**config.mk**
```make
export PLATFORM = sky130hd
export DESIGN_NAME = websocket_frame_decoder
export DESIGN_NICKNAME = d
export VERILOG_FILES = /design/src/sv/wsfd_pkg.sv /design/src/sv/wsfd_parser.sv /design/src/sv/wsfd_queue.sv /design/src/sv/websocket_frame_decoder.sv
export SDC_FILE = /design/constraint.sdc
export NUM_CORES = 1
export LEC_CHECK = 0
export ABC_AREA = 1
export BUFFER_PORTS_ARGS = -buffer_cell sky130_fd_sc_hd__buf_2
export CAP_MARGIN = 20
export CORE_ASPECT_RATIO = 2
export CORE_MARGIN = 2
export CORE_UTILIZATION = 39
export CTS_BUF_LIST = sky130_fd_sc_hd__clkbuf_8
export DETAILED_ROUTE_END_ITERATION = 16
export PLACE_DENSITY = 0.63
export SLEW_MARGIN = 20
export SYNTH_ARGS = -nofsm -noshare
export SYNTH_HDL_FRONTEND = slang
export SYNTH_SLANG_ARGS = --single-unit
```
**constraint.sdc**
```tcl
create_clock -name i_clk -period 15.8 [get_ports i_clk]
set_input_delay 2.37 -clock i_clk [delete_from_list [all_inputs] [get_ports i_clk]]
set_output_delay 2.37 -clock i_clk [all_outputs]
set_load 0.02 [all_outputs]
```
**src/sv/wsfd_pkg.sv**
```systemverilog
`timescale 1ns / 1ps
`default_nettype none
package wsfd_pkg;
    localparam int COUNT_WIDTH_DEF = 32;
    localparam logic [31:0] MAX_MSG_RESET = 32'd1048576;
    localparam int QUEUE_DEPTH = 4;

    localparam logic [2:0] KIND_MSG   = 3'd0;
    localparam logic [2:0] KIND_PING  = 3'd1;
    localparam logic [2:0] KIND_PONG  = 3'd2;
    localparam logic [2:0] KIND_CLOSE = 3'd3;
    localparam logic [2:0] KIND_ERR   = 3'd4;

    localparam logic [3:0] OP_CONT  = 4'd0;
    localparam logic [3:0] OP_TEXT  = 4'd1;
    localparam logic [3:0] OP_BIN   = 4'd2;
    localparam logic [3:0] OP_CLOSE = 4'd8;
    localparam logic [3:0] OP_PING  = 4'd9;
    localparam logic [3:0] OP_PONG  = 4'd10;

    localparam logic [3:0] ERR_NONE   = 4'd0;
    localparam logic [3:0] ERR_RSV    = 4'd1;
    localparam logic [3:0] ERR_MSB    = 4'd2;
    localparam logic [3:0] ERR_FRAGC  = 4'd3;
    localparam logic [3:0] ERR_CTLLEN = 4'd4;
    localparam logic [3:0] ERR_BIG    = 4'd5;
    localparam logic [3:0] ERR_ORPHAN = 4'd6;
    localparam logic [3:0] ERR_MIDFR  = 4'd7;
    localparam logic [3:0] ERR_OPCODE = 4'd8;
    localparam logic [3:0] ERR_REASM  = 4'd9;

    localparam logic [15:0] CLOSE_DEFAULT = 16'd1000;

    typedef struct packed {
        logic [2:0]  kind;
        logic [7:0]  data_byte;
        logic        has_data;
        logic        last;
        logic        binary;
        logic [15:0] close_code;
        logic [3:0]  error_code;
    } t_result;
endpackage
`default_nettype wire

```
**src/sv/wsfd_parser.sv**
```systemverilog
`timescale 1ns / 1ps
`default_nettype none
module wsfd_parser #(
    parameter int COUNT_WIDTH = wsfd_pkg::COUNT_WIDTH_DEF
) (
    input  wire logic              i_clk,
    input  wire logic              i_rst_n,
    input  wire logic              i_take,
    input  wire logic [7:0]        i_byte,
    input  wire logic [31:0]       i_max_msg,
    output wsfd_pkg::t_result      o_res,
    output logic                   o_res_valid
);
    typedef enum logic [2:0] {
        PH_HDR0, PH_HDR1, PH_EXTLEN, PH_MASK, PH_PAYLOAD, PH_ERROR
    } t_phase;

    localparam logic [63:0] CAP = (64'd1 << COUNT_WIDTH) - 64'd1;

    t_phase                 r_phase;
    logic                   r_fin, r_mask_on, r_frag, r_frag_bin;
    logic [3:0]             r_op, r_left;
    logic [63:0]            r_len;
    logic [COUNT_WIDTH-1:0] r_idx;
    logic [2:0]             r_rsv;
    logic [31:0]            r_key;
    logic [COUNT_WIDTH:0]   r_total;
    logic [15:0]            r_close;

    logic [63:0]          lim;
    logic                 ctrl, lof, ext_done, mask_done, go_end, bin_cur;
    logic [63:0]          len_new;
    logic [3:0]           err;
    logic [COUNT_WIDTH:0] base;
    logic [64:0]          sum;
    logic [7:0]           d;
    logic [4:0]           sh;

    always_comb begin
        lim = ({32'd0, i_max_msg} < CAP) ? {32'd0, i_max_msg} : CAP;
    end

    assign ctrl = r_op[3];
    assign bin_cur = (r_op == wsfd_pkg::OP_CONT) ? r_frag_bin : (r_op == wsfd_pkg::OP_BIN);
    assign ext_done = (r_left == 4'd1);
    assign mask_done = (r_left == 4'd1);
    assign len_new = (r_phase == PH_HDR1) ? {57'd0, i_byte[6:0]}
                   : (r_phase == PH_EXTLEN) ? {r_len[55:0], i_byte} : r_len;
    assign base = r_frag ? r_total : '0;
    assign sum = 65'(base) + {1'b0, len_new};

    always_comb begin
        go_end = 1'b0;
        unique case (r_phase)
            PH_HDR1:   go_end = (i_byte[6:0] < 7'd126) && !i_byte[7];
            PH_EXTLEN: go_end = ext_done && !r_mask_on;
            PH_MASK:   go_end = mask_done;
            default:   go_end = 1'b0;
        endcase
    end

    always_comb begin
        err = wsfd_pkg::ERR_NONE;
        if (r_rsv != 3'd0) err = wsfd_pkg::ERR_RSV;
        else if (len_new[63]) err = wsfd_pkg::ERR_MSB;
        else if (ctrl && !r_fin) err = wsfd_pkg::ERR_FRAGC;
        else if (ctrl && len_new > 64'd125) err = wsfd_pkg::ERR_CTLLEN;
        else if (!ctrl && len_new > lim) err = wsfd_pkg::ERR_BIG;
        else if (r_op == wsfd_pkg::OP_CONT && !r_frag) err = wsfd_pkg::ERR_ORPHAN;
        else if ((r_op == wsfd_pkg::OP_TEXT || r_op == wsfd_pkg::OP_BIN) && r_frag)
            err = wsfd_pkg::ERR_MIDFR;
        else if (!(r_op <= wsfd_pkg::OP_BIN ||
                   (r_op >= wsfd_pkg::OP_CLOSE && r_op <= wsfd_pkg::OP_PONG)))
            err = wsfd_pkg::ERR_OPCODE;
        else if (!ctrl && (r_frag || !r_fin) && sum > {1'b0, lim})
            err = wsfd_pkg::ERR_REASM;
    end

    assign lof = ({{(64-COUNT_WIDTH){1'b0}}, r_idx} + 64'd1) >= r_len;
    assign sh = 5'd24 - {r_idx[1:0], 3'b000};
    assign d = r_mask_on ? (i_byte ^ 8'(r_key >> sh)) : i_byte;

    always_ff @(posedge i_clk) begin
        o_res_valid <= 1'b0;
        if (!i_rst_n) begin
            r_phase <= PH_HDR0;
            r_fin <= 1'b0; r_op <= '0; r_mask_on <= 1'b0; r_left <= '0;
            r_len <= '0; r_idx <= '0; r_rsv <= '0; r_key <= '0;
            r_frag <= 1'b0; r_frag_bin <= 1'b0; r_total <= '0; r_close <= '0;
        end else if (i_take) begin
            unique case (r_phase)
                PH_ERROR: ;
                PH_HDR1: begin
                    r_mask_on <= i_byte[7];
                    r_len <= (i_byte[6:0] >= 7'd126) ? 64'd0 : len_new;
                    if (i_byte[6:0] >= 7'd126) begin
                        r_left <= (i_byte[6:0] == 7'd126) ? 4'd2 : 4'd8;
                        r_phase <= PH_EXTLEN;
                    end else if (i_byte[7]) begin
                        r_left <= 4'd4;
                        r_phase <= PH_MASK;
                    end
                end
                PH_EXTLEN: begin
                    r_len <= len_new;
                    r_left <= r_left - 4'd1;
                    if (ext_done && r_mask_on) begin
                        r_left <= 4'd4;
                        r_phase <= PH_MASK;
                    end
                end
                PH_MASK: begin
                    r_key <= {r_key[23:0], i_byte};
                    r_left <= r_left - 4'd1;
                end
                PH_PAYLOAD: begin
                    r_idx <= r_idx + 1'b1;
                    o_res.data_byte <= d;
                    o_res.has_data <= 1'b1;
                    o_res.binary <= 1'b0;
                    o_res.close_code <= '0;
                    o_res.error_code <= wsfd_pkg::ERR_NONE;
                    o_res.last <= lof;
                    o_res_valid <= 1'b1;
                    if (r_op == wsfd_pkg::OP_CLOSE) begin
                        o_res.kind <= wsfd_pkg::KIND_CLOSE;
                        o_res.close_code <= r_close;
                        if (r_idx < COUNT_WIDTH'(2)) begin
                            o_res.has_data <= 1'b0;
                            o_res.data_byte <= '0;
                            o_res_valid <= lof;
                            if (!lof) begin
                                if (r_idx == '0) r_close <= {d, 8'd0};
                                else r_close <= {r_close[15:8], d};
                            end else if (r_idx == COUNT_WIDTH'(1)) begin
                                r_close <= {r_close[15:8], d};
                                o_res.close_code <= {r_close[15:8], d};
                            end
                        end
                    end else if (r_op == wsfd_pkg::OP_PING) begin
                        o_res.kind <= wsfd_pkg::KIND_PING;
                    end else if (r_op == wsfd_pkg::OP_PONG) begin
                        o_res.kind <= wsfd_pkg::KIND_PONG;
                    end else begin
                        o_res.kind <= wsfd_pkg::KIND_MSG;
                        o_res.last <= lof && r_fin;
                        o_res.binary <= bin_cur;
                    end
                    if (lof) begin
                        r_phase <= PH_HDR0;
                        if (!ctrl && r_fin) begin
                            r_frag <= 1'b0;
                            r_total <= '0;
                        end
                    end
                end
                default: begin
                    r_fin <= i_byte[7];
                    r_op <= i_byte[3:0];
                    r_rsv <= i_byte[6:4];
                    r_key <= '0;
                    r_phase <= PH_HDR1;
                end
            endcase

            if (go_end) begin
                r_rsv <= '0;
                r_idx <= '0;
                o_res.data_byte <= '0;
                o_res.has_data <= 1'b0;
                o_res.last <= 1'b1;
                o_res.binary <= 1'b0;
                o_res.close_code <= '0;
                o_res.error_code <= err;
                if (err != wsfd_pkg::ERR_NONE) begin
                    r_phase <= PH_ERROR;
                    o_res.kind <= wsfd_pkg::KIND_ERR;
                    o_res_valid <= 1'b1;
                end else begin
                    if (!ctrl) begin
                        if (!r_frag && !r_fin) begin
                            r_frag <= 1'b1;
                            r_frag_bin <= (r_op == wsfd_pkg::OP_BIN);
                            r_total <= (COUNT_WIDTH+1)'(len_new);
                        end else if (r_frag) begin
                            r_total <= (COUNT_WIDTH+1)'(sum);
                        end
                    end
                    r_close <= wsfd_pkg::CLOSE_DEFAULT;
                    if (len_new != 64'd0) begin
                        r_phase <= PH_PAYLOAD;
                    end else begin
                        r_phase <= PH_HDR0;
                        if (!ctrl && r_fin) begin
                            r_frag <= 1'b0;
                            r_total <= '0;
                        end
                        if (ctrl) begin
                            o_res.kind <= (r_op == wsfd_pkg::OP_PING) ? wsfd_pkg::KIND_PING
                                        : (r_op == wsfd_pkg::OP_PONG) ? wsfd_pkg::KIND_PONG
                                        : (r_op == wsfd_pkg::OP_CLOSE) ? wsfd_pkg::KIND_CLOSE
                                        : wsfd_pkg::KIND_MSG;
                            o_res.close_code <= (r_op == wsfd_pkg::OP_CLOSE)
                                              ? wsfd_pkg::CLOSE_DEFAULT : 16'd0;
                            o_res_valid <= 1'b1;
                        end else if (r_fin) begin
                            o_res.kind <= wsfd_pkg::KIND_MSG;
                            o_res.binary <= bin_cur;
                            o_res_valid <= 1'b1;
                        end
                    end
                end
            end
        end
    end
endmodule
`default_nettype wire

```
**src/sv/wsfd_queue.sv**
```systemverilog
`timescale 1ns / 1ps
`default_nettype none
module wsfd_queue (
    input  wire logic         i_clk,
    input  wire logic         i_rst_n,
    input  wire logic         i_push,
    input  wire wsfd_pkg::t_result i_res,
    input  wire logic         i_pop,
    output wsfd_pkg::t_result o_res,
    output logic              o_valid,
    output logic              o_room
);
    localparam int AW = $clog2(wsfd_pkg::QUEUE_DEPTH);
    wsfd_pkg::t_result r_mem [wsfd_pkg::QUEUE_DEPTH];
    logic [AW-1:0] r_wp, r_rp;
    logic [AW:0]   r_cnt;

    assign o_valid = (r_cnt != '0);
    assign o_res = r_mem[r_rp];
    assign o_room = (r_cnt < (AW+1)'(wsfd_pkg::QUEUE_DEPTH - 2));

    always_ff @(posedge i_clk) begin
        if (i_push) r_mem[r_wp] <= i_res;
    end

    always_ff @(posedge i_clk) begin
        if (!i_rst_n) begin
            r_wp <= '0; r_rp <= '0; r_cnt <= '0;
        end else begin
            if (i_push) r_wp <= r_wp + 1'b1;
            if (i_pop) r_rp <= r_rp + 1'b1;
            r_cnt <= r_cnt + (AW+1)'(i_push) - (AW+1)'(i_pop);
        end
    end
endmodule
`default_nettype wire

```
**src/sv/websocket_frame_decoder.sv**
```systemverilog
`timescale 1ns / 1ps
`default_nettype none
// websocket frame decoder: one received byte per cycle in, at most one result per byte out.
// the parser accepts a byte every cycle while the four-entry result queue has room for
// the result in flight; results leave one per cycle while i_stall is low, so output stalls
// only hold the input once two results wait; each is registered in the parser, then queued.
module websocket_frame_decoder #(
    parameter int COUNT_WIDTH = wsfd_pkg::COUNT_WIDTH_DEF
) (
    input  wire logic        i_clk,
    input  wire logic        i_rst_n,
    input  wire logic        i_valid,
    output logic             o_stall,
    input  wire logic [7:0]  i_rx_byte,
    input  wire logic        i_cfg_valid,
    output logic             o_cfg_ready,
    input  wire logic [31:0] i_cfg_data,
    output logic             o_valid,
    input  wire logic        i_stall,
    output logic [2:0]       o_kind,
    output logic [7:0]       o_data_byte,
    output logic             o_has_data,
    output logic             o_last,
    output logic             o_binary,
    output logic [15:0]      o_close_code,
    output logic [3:0]       o_error_code
);
    logic [31:0]       r_max_msg;
    logic              take, res_valid, room, pop;
    wsfd_pkg::t_result res, q_res;

    assign o_cfg_ready = 1'b1;
    always_ff @(posedge i_clk) begin
        if (!i_rst_n) r_max_msg <= wsfd_pkg::MAX_MSG_RESET;
        else if (i_cfg_valid) r_max_msg <= i_cfg_data;
    end

    assign o_stall = !room;
    assign take = i_valid && room;
    assign pop = o_valid && !i_stall;

    wsfd_parser #(.COUNT_WIDTH(COUNT_WIDTH)) u_parser (
        .i_clk, .i_rst_n, .i_take(take), .i_byte(i_rx_byte), .i_max_msg(r_max_msg),
        .o_res(res), .o_res_valid(res_valid)
    );

    wsfd_queue u_queue (
        .i_clk, .i_rst_n, .i_push(res_valid), .i_res(res), .i_pop(pop),
        .o_res(q_res), .o_valid(o_valid), .o_room(room)
    );

    assign o_kind = q_res.kind;
    assign o_data_byte = q_res.data_byte;
    assign o_has_data = q_res.has_data;
    assign o_last = q_res.last;
    assign o_binary = q_res.binary;
    assign o_close_code = q_res.close_code;
    assign o_error_code = q_res.error_code;
endmodule
`default_nettype wire

```
==> results of run 1 <==
## power by group through the flow
stage	logic [mW]	registers [mW]	clock network, mW
after detailed placement	1.87	1.22	0
after CTS	1.88	1.19	0.928
final	1.93	1.20	0.912
after global routing	2.09	1.20	0.968
after global placement	1.87	1.22	0
after floorplan	1.23	1.20	0
## placed cells by master (no fill, tap or decap), types with 37 or more instances in the layout
cell type / synthesis / final
nand2_1: 953 / 952
inv_1: 480 / 491
nor2_1: 407 / 401
a21oi_1: 326 / 326
o21ai_0: 269 / 269
dfxtp_1: 237 / 236
edfxtp_1: 170 / 170
nand3_1: 162 / 161
ha_1: 133 / 133
buf_2: 14 / 80
clkbuf_8: 0 / 62
buf_4: 6 / 61
nor3_1: 56 / 56
xor2_1: 53 / 53
nand4_1: 52 / 52
o22ai_1: 46 / 46
o21ai_1: 37 / 37
## cell families after synthesis
group                      Yosys count
DFF                                407
and+or+nand+nor                   1728
other                                1
xor gates and xnor gates            63
buffers and inverters              659
adders and majority gates          135
AOI/OAI and AO/OA                  791
## cell type report
class                           instances  area share
Inverter                              502      0.0658
Clock inverter                         42      0.0130
Antenna cell                            4    0.000348
Sequential cell                       407       0.342
Clock buffer                           62      0.0297
Timing Repair Buffer                  141      0.0298
Tap cell                              884      0.0385
Multi-Input combinational cell       2718       0.480
## worst max-delay path: cells and delay by family (launching register included)
family / cells / cell delay [ps]
AO/OA/AOI/OAI: 7 / 1880
buffers and inverters: 5 / 1880
flip-flops: 1 / 500
adder cells (fa/ha/maj): 3 / 1010
AND/OR/NAND/NOR: 28 / 3280
## routing by layer
metal	track usage	vias up	part of all wire
met2	0.531	1005	0.51
met1	0.268	11800	0.33
met3	0.0480	448	0.054
met4	0.287	10	0.12
met5	0	-	0.00062
li1	-	12600	-
## state kept, by name (all words and copies together) (netlist names), 2 cells and up, named ones only
signal	flops
r_max_msg	32
u_parser.o_res	34
u_parser.r_close	16
u_parser.r_idx	32
u_parser.r_key	32
u_parser.r_left	4
u_parser.r_len	64
u_parser.r_op	4
u_parser.r_phase	3
u_parser.r_rsv	3
u_parser.r_total	33
u_queue.r_cnt	3
u_queue.r_mem	136
u_queue.r_rp	2
u_queue.r_wp	2
## path summary, 6_finish.rpt
check | startpoint | endpoint | depth (start not counted)
worst min register to register | u_queue.r_rp[1] | u_queue.r_rp[1] | 2
worst max register to register | u_parser.r_phase[0] | u_parser.r_total[0] | 43
worst min-delay path | u_queue.r_rp[1] | u_queue.r_rp[1] | 2
worst max-delay path | u_parser.r_phase[0] | u_parser.r_total[0] | 43
==> results.md, run 1 <==
* Status: completed
* Routability Congestion at 1.05
* Initial core utilization at 0.393
* Sw Ratio at 0.461
* Placed instance area at 0.0275 mm2
* Worst-margin pin slew at 1030 ps
* Synth Area in Simple Gates at 0.275
* Post-Syn Area at 0.0262 mm2
* CTS resizes at 0
* Setup Fix Bufs, Post-CTS at 0
* CP endpoint kind: flip-flop
* Syn Nets at 3964
* Seq. cell area at 0.00985 mm2
* Unrepaired setup endpoints after global routing: false
* Post-route setup TNS at 0 ps
* WP data required at 16370 ps
* Syn_area_per_cell at 6.93 um2
* Finished Layout Cells at 4760
* Worst Hold Class: reg -> reg
* Avg WL per Cell at 21.5 um
* Worst relative slew slack at 0.312
* Most frequent cell after synthesis: nand2_1
* Final hold vios at 0
* Pre-CTS setup slack at 6840 ps
* Largest net degree at the start of global routing at 100
* Hpwl dp at 76700 um
* Primary FF master, synth: dfxtp_1
* Post-synth top cells: nand2_1 (953), inv_1 (480), nor2_1 (407)
* DR vias/cell at 5.43
* Final Max Tran Viols at 0
* Critical Path Most Common Cell: nand2_1
* Vias in the first global route at 25100
* Final nets at 4007
* Pleak at 12.8 nW
* Pwr Density at 140 mW/mm2
* Top cells by area, synth: edfxtp_1 (19%), dfxtp_1 (18%), nand2_1 (14%)
* Share of cells above drive strength 1 at 0.0762
* Sink Count at 407
* Largest family of logic cells by synthesized area: simple AND/OR/NAND/NOR gates
* Via count at 25900
* Number of flops mapped to enable cells by yosys at 170
* TritonCTS clock tree: yes
* Antenna-violating nets left at 0
* Die ar. at 0.0695 mm2
* Io pins at 82
* Final hold slack at 462 ps
* Final Total Pwr at 4.04 mW
* Slowest stage delay, CP at 730 ps
* Maximum clock path buffer count at 3
* YS warnings at 0
* Synth Area in Compound Gates at 0.165
* Slowest cell on crit path: buf_4
* Arrival time at the worst endpoint at 9300 ps
* P_int at 2.18 mW
* Adder-Cell Fraction of Synth Area at 0.0650
* Clk network pwr share at 0.226
* First-pass GRT wire length at 151000 um
* GRT Util Overall at 0.290
* Mux cell area share after synthesis at 0
* DR iter-0 viols at 1951
* Input/output buffers at 80
* Die span in y at 371 um
* Max-Cap Viols at 0
* Grt ovf at 0
* Fill count at 7146
* Inserted Clock Buffers at 57
* Die W at 187 um
* Yosys top cell area share at 0.195
* DRT Pass-1 Iters at 7
* Cell Count Post-Placement at 4652
* Clock tree root buffer cell: clkbuf_8
* CP Class: reg -> reg
* DRC at 0
* Area growth, synth to finish at 9.64%
* Final WL at 102000 um
* Util after Layout at 0.431
* Antenna violations before repair at 7
* Peak supply drop at 104 uV
* R2R setup slack at 7070 ps
* Hold-fix buffers, CTS at 0
* Yosys reg bits at 407
* Critical Path Fanout Max at 99
* Worst-path clk slew at 70 ps
* NetSw at 1.86 mW
* XOR/XNOR Fraction of Synth Area at 0.0210
* Sequential fraction of the synthesis area at 0.375
* Area occupied by multi-input gates at 0.0138 mm2
* Clk_skew at 30.2 ps
* Final WS setup at 7070 ps
* Flop pwr share at 0.296
* Standard cell core area at 0.0667 mm2
* Combinational share of power at 0.478
* Syn Inst Count at 3784
* Clk_lat worst skew at 690 ps
* CP startpoint kind: flip-flop
* Fmax at 115 MHz
* Unique masters post-synth at 61
* Cell row count at 134
* Final Critical Period at 8730 ps
* Final period utilization at 0.553
* H-tree levels at 2
* Ys async rst share at 0
* Final Setup Violations at 0
* Final Cell Area at 0.0288 mm2
* Leading area contributor after synthesis: edfxtp_1
(Power assumes the default switching activity.)
==> inputs of run 2 (changes only) <==
PLACE_DENSITY = 0.65   (was 0.63)
clock period = 7.3 ns   (was 15.8 ns; I/O delays follow)
==> results.md, run 2 (same netlist as run 1, synthesis figures left out) <==
* Max FFs per register at 136
* Post-route setup TNS at 0 ps
* Grt ovf at 0
* Critical Path Fanout Max at 20
* Metal-1 WL at 33300 um
* Clk_skew at 26.4 ps
* Vias in the first global route at 25200
* Most frequent cells in the layout: nand2_1 (952), inv_1 (496), nor2_1 (401), a21oi_1 (325), o21ai_0 (269)
* Maximum clock path buffer count at 3
* CP Class: reg -> reg
* CP startpoint kind: flip-flop
* Fmax at 149 MHz
* Die span in y at 371 um
* Initial core utilization at 0.393
* Hold Startpoint: u_parser.r_key[7]
* Worst-path clk slew at 80 ps
* Area occupied by multi-input gates at 0.0138 mm2
* Share of cells above drive strength 1 at 0.0921
* Unrepaired setup endpoints after global routing: false
* TritonCTS clock tree: yes
* Area growth, synth to finish at 11.8%
* Critical Path Most Common Cell: nand2_1
* Final WL at 107000 um
* Via count at 26200
* Worst Hold Class: reg -> reg
* Final period utilization at 0.920
* Antenna-violating nets left at 0
* Largest net degree at the start of global routing at 78
* NetSw at 4.20 mW
* DR vias/cell at 5.43
* R2R setup slack at 590 ps
* Flop pwr share at 0.285
* Reg2Reg Launch Point: u_parser.r_phase[0]
* Antenna violations before repair at 6
* H-tree levels at 2
* Peak supply drop at 177 uV
* Arrival time at the worst endpoint at 7230 ps
* Met2 wire length at 54200 um
* DR iter-0 viols at 2116
* R2R depth at 43
* WHS Endpoint: u_parser.r_key[7]
* Standard cell core area at 0.0667 mm2
* Io pins at 82
* Clk network pwr share at 0.231
* Routability Congestion at 1.04
* Sink Count at 407
* Finished Layout Cells at 4820
* Pleak at 13.1 nW
* Met3 WL post-DR at 6110 um
* Seq. cell area at 0.00985 mm2
* Clk_lat worst skew at 680 ps
* Final Critical Period at 6710 ps
* Hold-fix buffers, CTS at 0
* DRT Pass-1 Iters at 6
* Top Family by Delay on Critical Path: simple AND/OR/NAND/NOR gates
* RR Endpoint: u_parser.o_res[11]
* Clock tree root buffer cell: clkbuf_8
* Max layer used: met4
* Sw Ratio at 0.461
* P_int at 4.91 mW
* Die ar. at 0.0695 mm2
* Cell row count at 134
* Final nets at 4065
* Hpwl dp at 82100 um
* WP buf/inv at 3
* Slowest cell on crit path: dfxtp_1
* Status: completed
* Final Max Tran Viols at 0
* Max-Cap Viols at 0
* Slowest stage delay, CP at 500 ps
* Pwr Density at 310 mW/mm2
* Worst-margin pin slew at 1050 ps
* WP data required at 7810 ps
* Combinational share of power at 0.484
* Inserted Clock Buffers at 59
* Input/output buffers at 80
* Most flop-heavy register: u_queue.r_mem
* Fill count at 7063
* GRT Util Overall at 0.303
* Final hold vios at 0
* DRC at 0
* Cell Count Post-Placement at 4705
* Final Setup Violations at 0
* Commonest non-fill, non-tap cell in the layout: nand2_1
* Die W at 187 um
* Avg WL per Cell at 22.2 um
* Largest registers: u_queue.r_mem (136), u_parser.r_len (64), u_parser.o_res (34)
* Worst hold stages at 2
* CP endpoint kind: flip-flop
* Worst relative slew slack at 0.301
* First-pass GRT wire length at 155000 um
[run 2: cell count changes in the layout (fill, tap and decap cells not counted), moves of 2 or more]
cell	change
clkinvlp_4	+4
a211oi_1	-3
buf_12	+2
clkbuf_8	+2
bufinv_16	+2
buf_4	+53
inv_1	+5
clkinv_2	-3
a211oi_2	+3
clkinv_1	-8
[run 2: cell type report]
cell class / count / area share
inverter: 502 / 0.0645
antenna: 5 / 0.000426
timing repair buffer: 196 / 0.0442
clock inverter: 43 / 0.0155
clock buffer: 64 / 0.0300
tap: 884 / 0.0377
sequential: 407 / 0.336
multi-input combinational: 2719 / 0.472
[run 2: layer usage]
| layer | global-route usage | up-vias |
|---|---|---|
| met5 | 0 | - |
| met4 | 0.317 | 0 |
| met3 | 0.0536 | 414 |
| met2 | 0.555 | 994 |
| met1 | 0.271 | 12100 |
| li1 | - | 12700 |
[run 2: worst max-delay path by stage]
stage	start	end	slack [ps]	cells after the start
2_1_floorplan	i_rx_byte[0]	u_parser.r_close[0]	1810	44
3_3_place_gp	i_rx_byte[3]	u_parser.o_res[12]	580	45
3_5_place_dp	i_rx_byte[3]	u_parser.o_res[11]	530	45
4_1_cts	u_parser.r_phase[0]	u_parser.o_res[11]	560	44
5_1_grt	u_parser.r_phase[0]	u_parser.o_res[7]	40	43
6_report	u_parser.r_phase[0]	u_parser.o_res[11]	590	43
[run 2: repair_timing]
| item | in CTS | in global routing |
|---|---|---|
| resized for setup | 0 | 2 |
| buffers inserted | 0 | 0 |
| setup endpoints to repair | 0 | 63 |
| endpoints found under the hold margin | 0 | 0 |
[run 2: tightest hold or removal path, stage by stage, from the launching register on]
cell and delay (ps):
dfxtp_1 310, inv_1 60, a21oi_1 50
[run 2: power groups by stage]
| stage | Clock, mW | Sequential (mW) | Combinational (mW) |
|---|---|---|---|
| 2_1_floorplan | 0 | 2.60 | 2.67 |
| 3_3_place_gp | 0 | 2.64 | 4.26 |
| 3_5_place_dp | 0 | 2.64 | 4.26 |
| 4_1_cts | 2.13 | 2.59 | 4.28 |
| 5_1_grt | 2.23 | 2.61 | 4.75 |
| 6_report | 2.11 | 2.60 | 4.41 |
[run 2: metrics by stage]
| step | util | hold WS (ps) | instance area, um2 | worst slack (ps) | power, mW |
|---|---|---|---|---|---|
| after floorplan | - | 436 | 26200 | 1810 | 5.27 |
| after global placement | 0.419 | 449 | 27900 | 575 | 6.90 |
| after detailed placement | 0.419 | 455 | 27900 | 535 | 6.90 |
| after CTS | 0.439 | 465 | 29300 | 562 | 9.01 |
| after global routing | 0.440 | 489 | 29300 | 44.7 | 9.59 |
| final | 0.440 | 466 | 29300 | 585 | 9.11 |
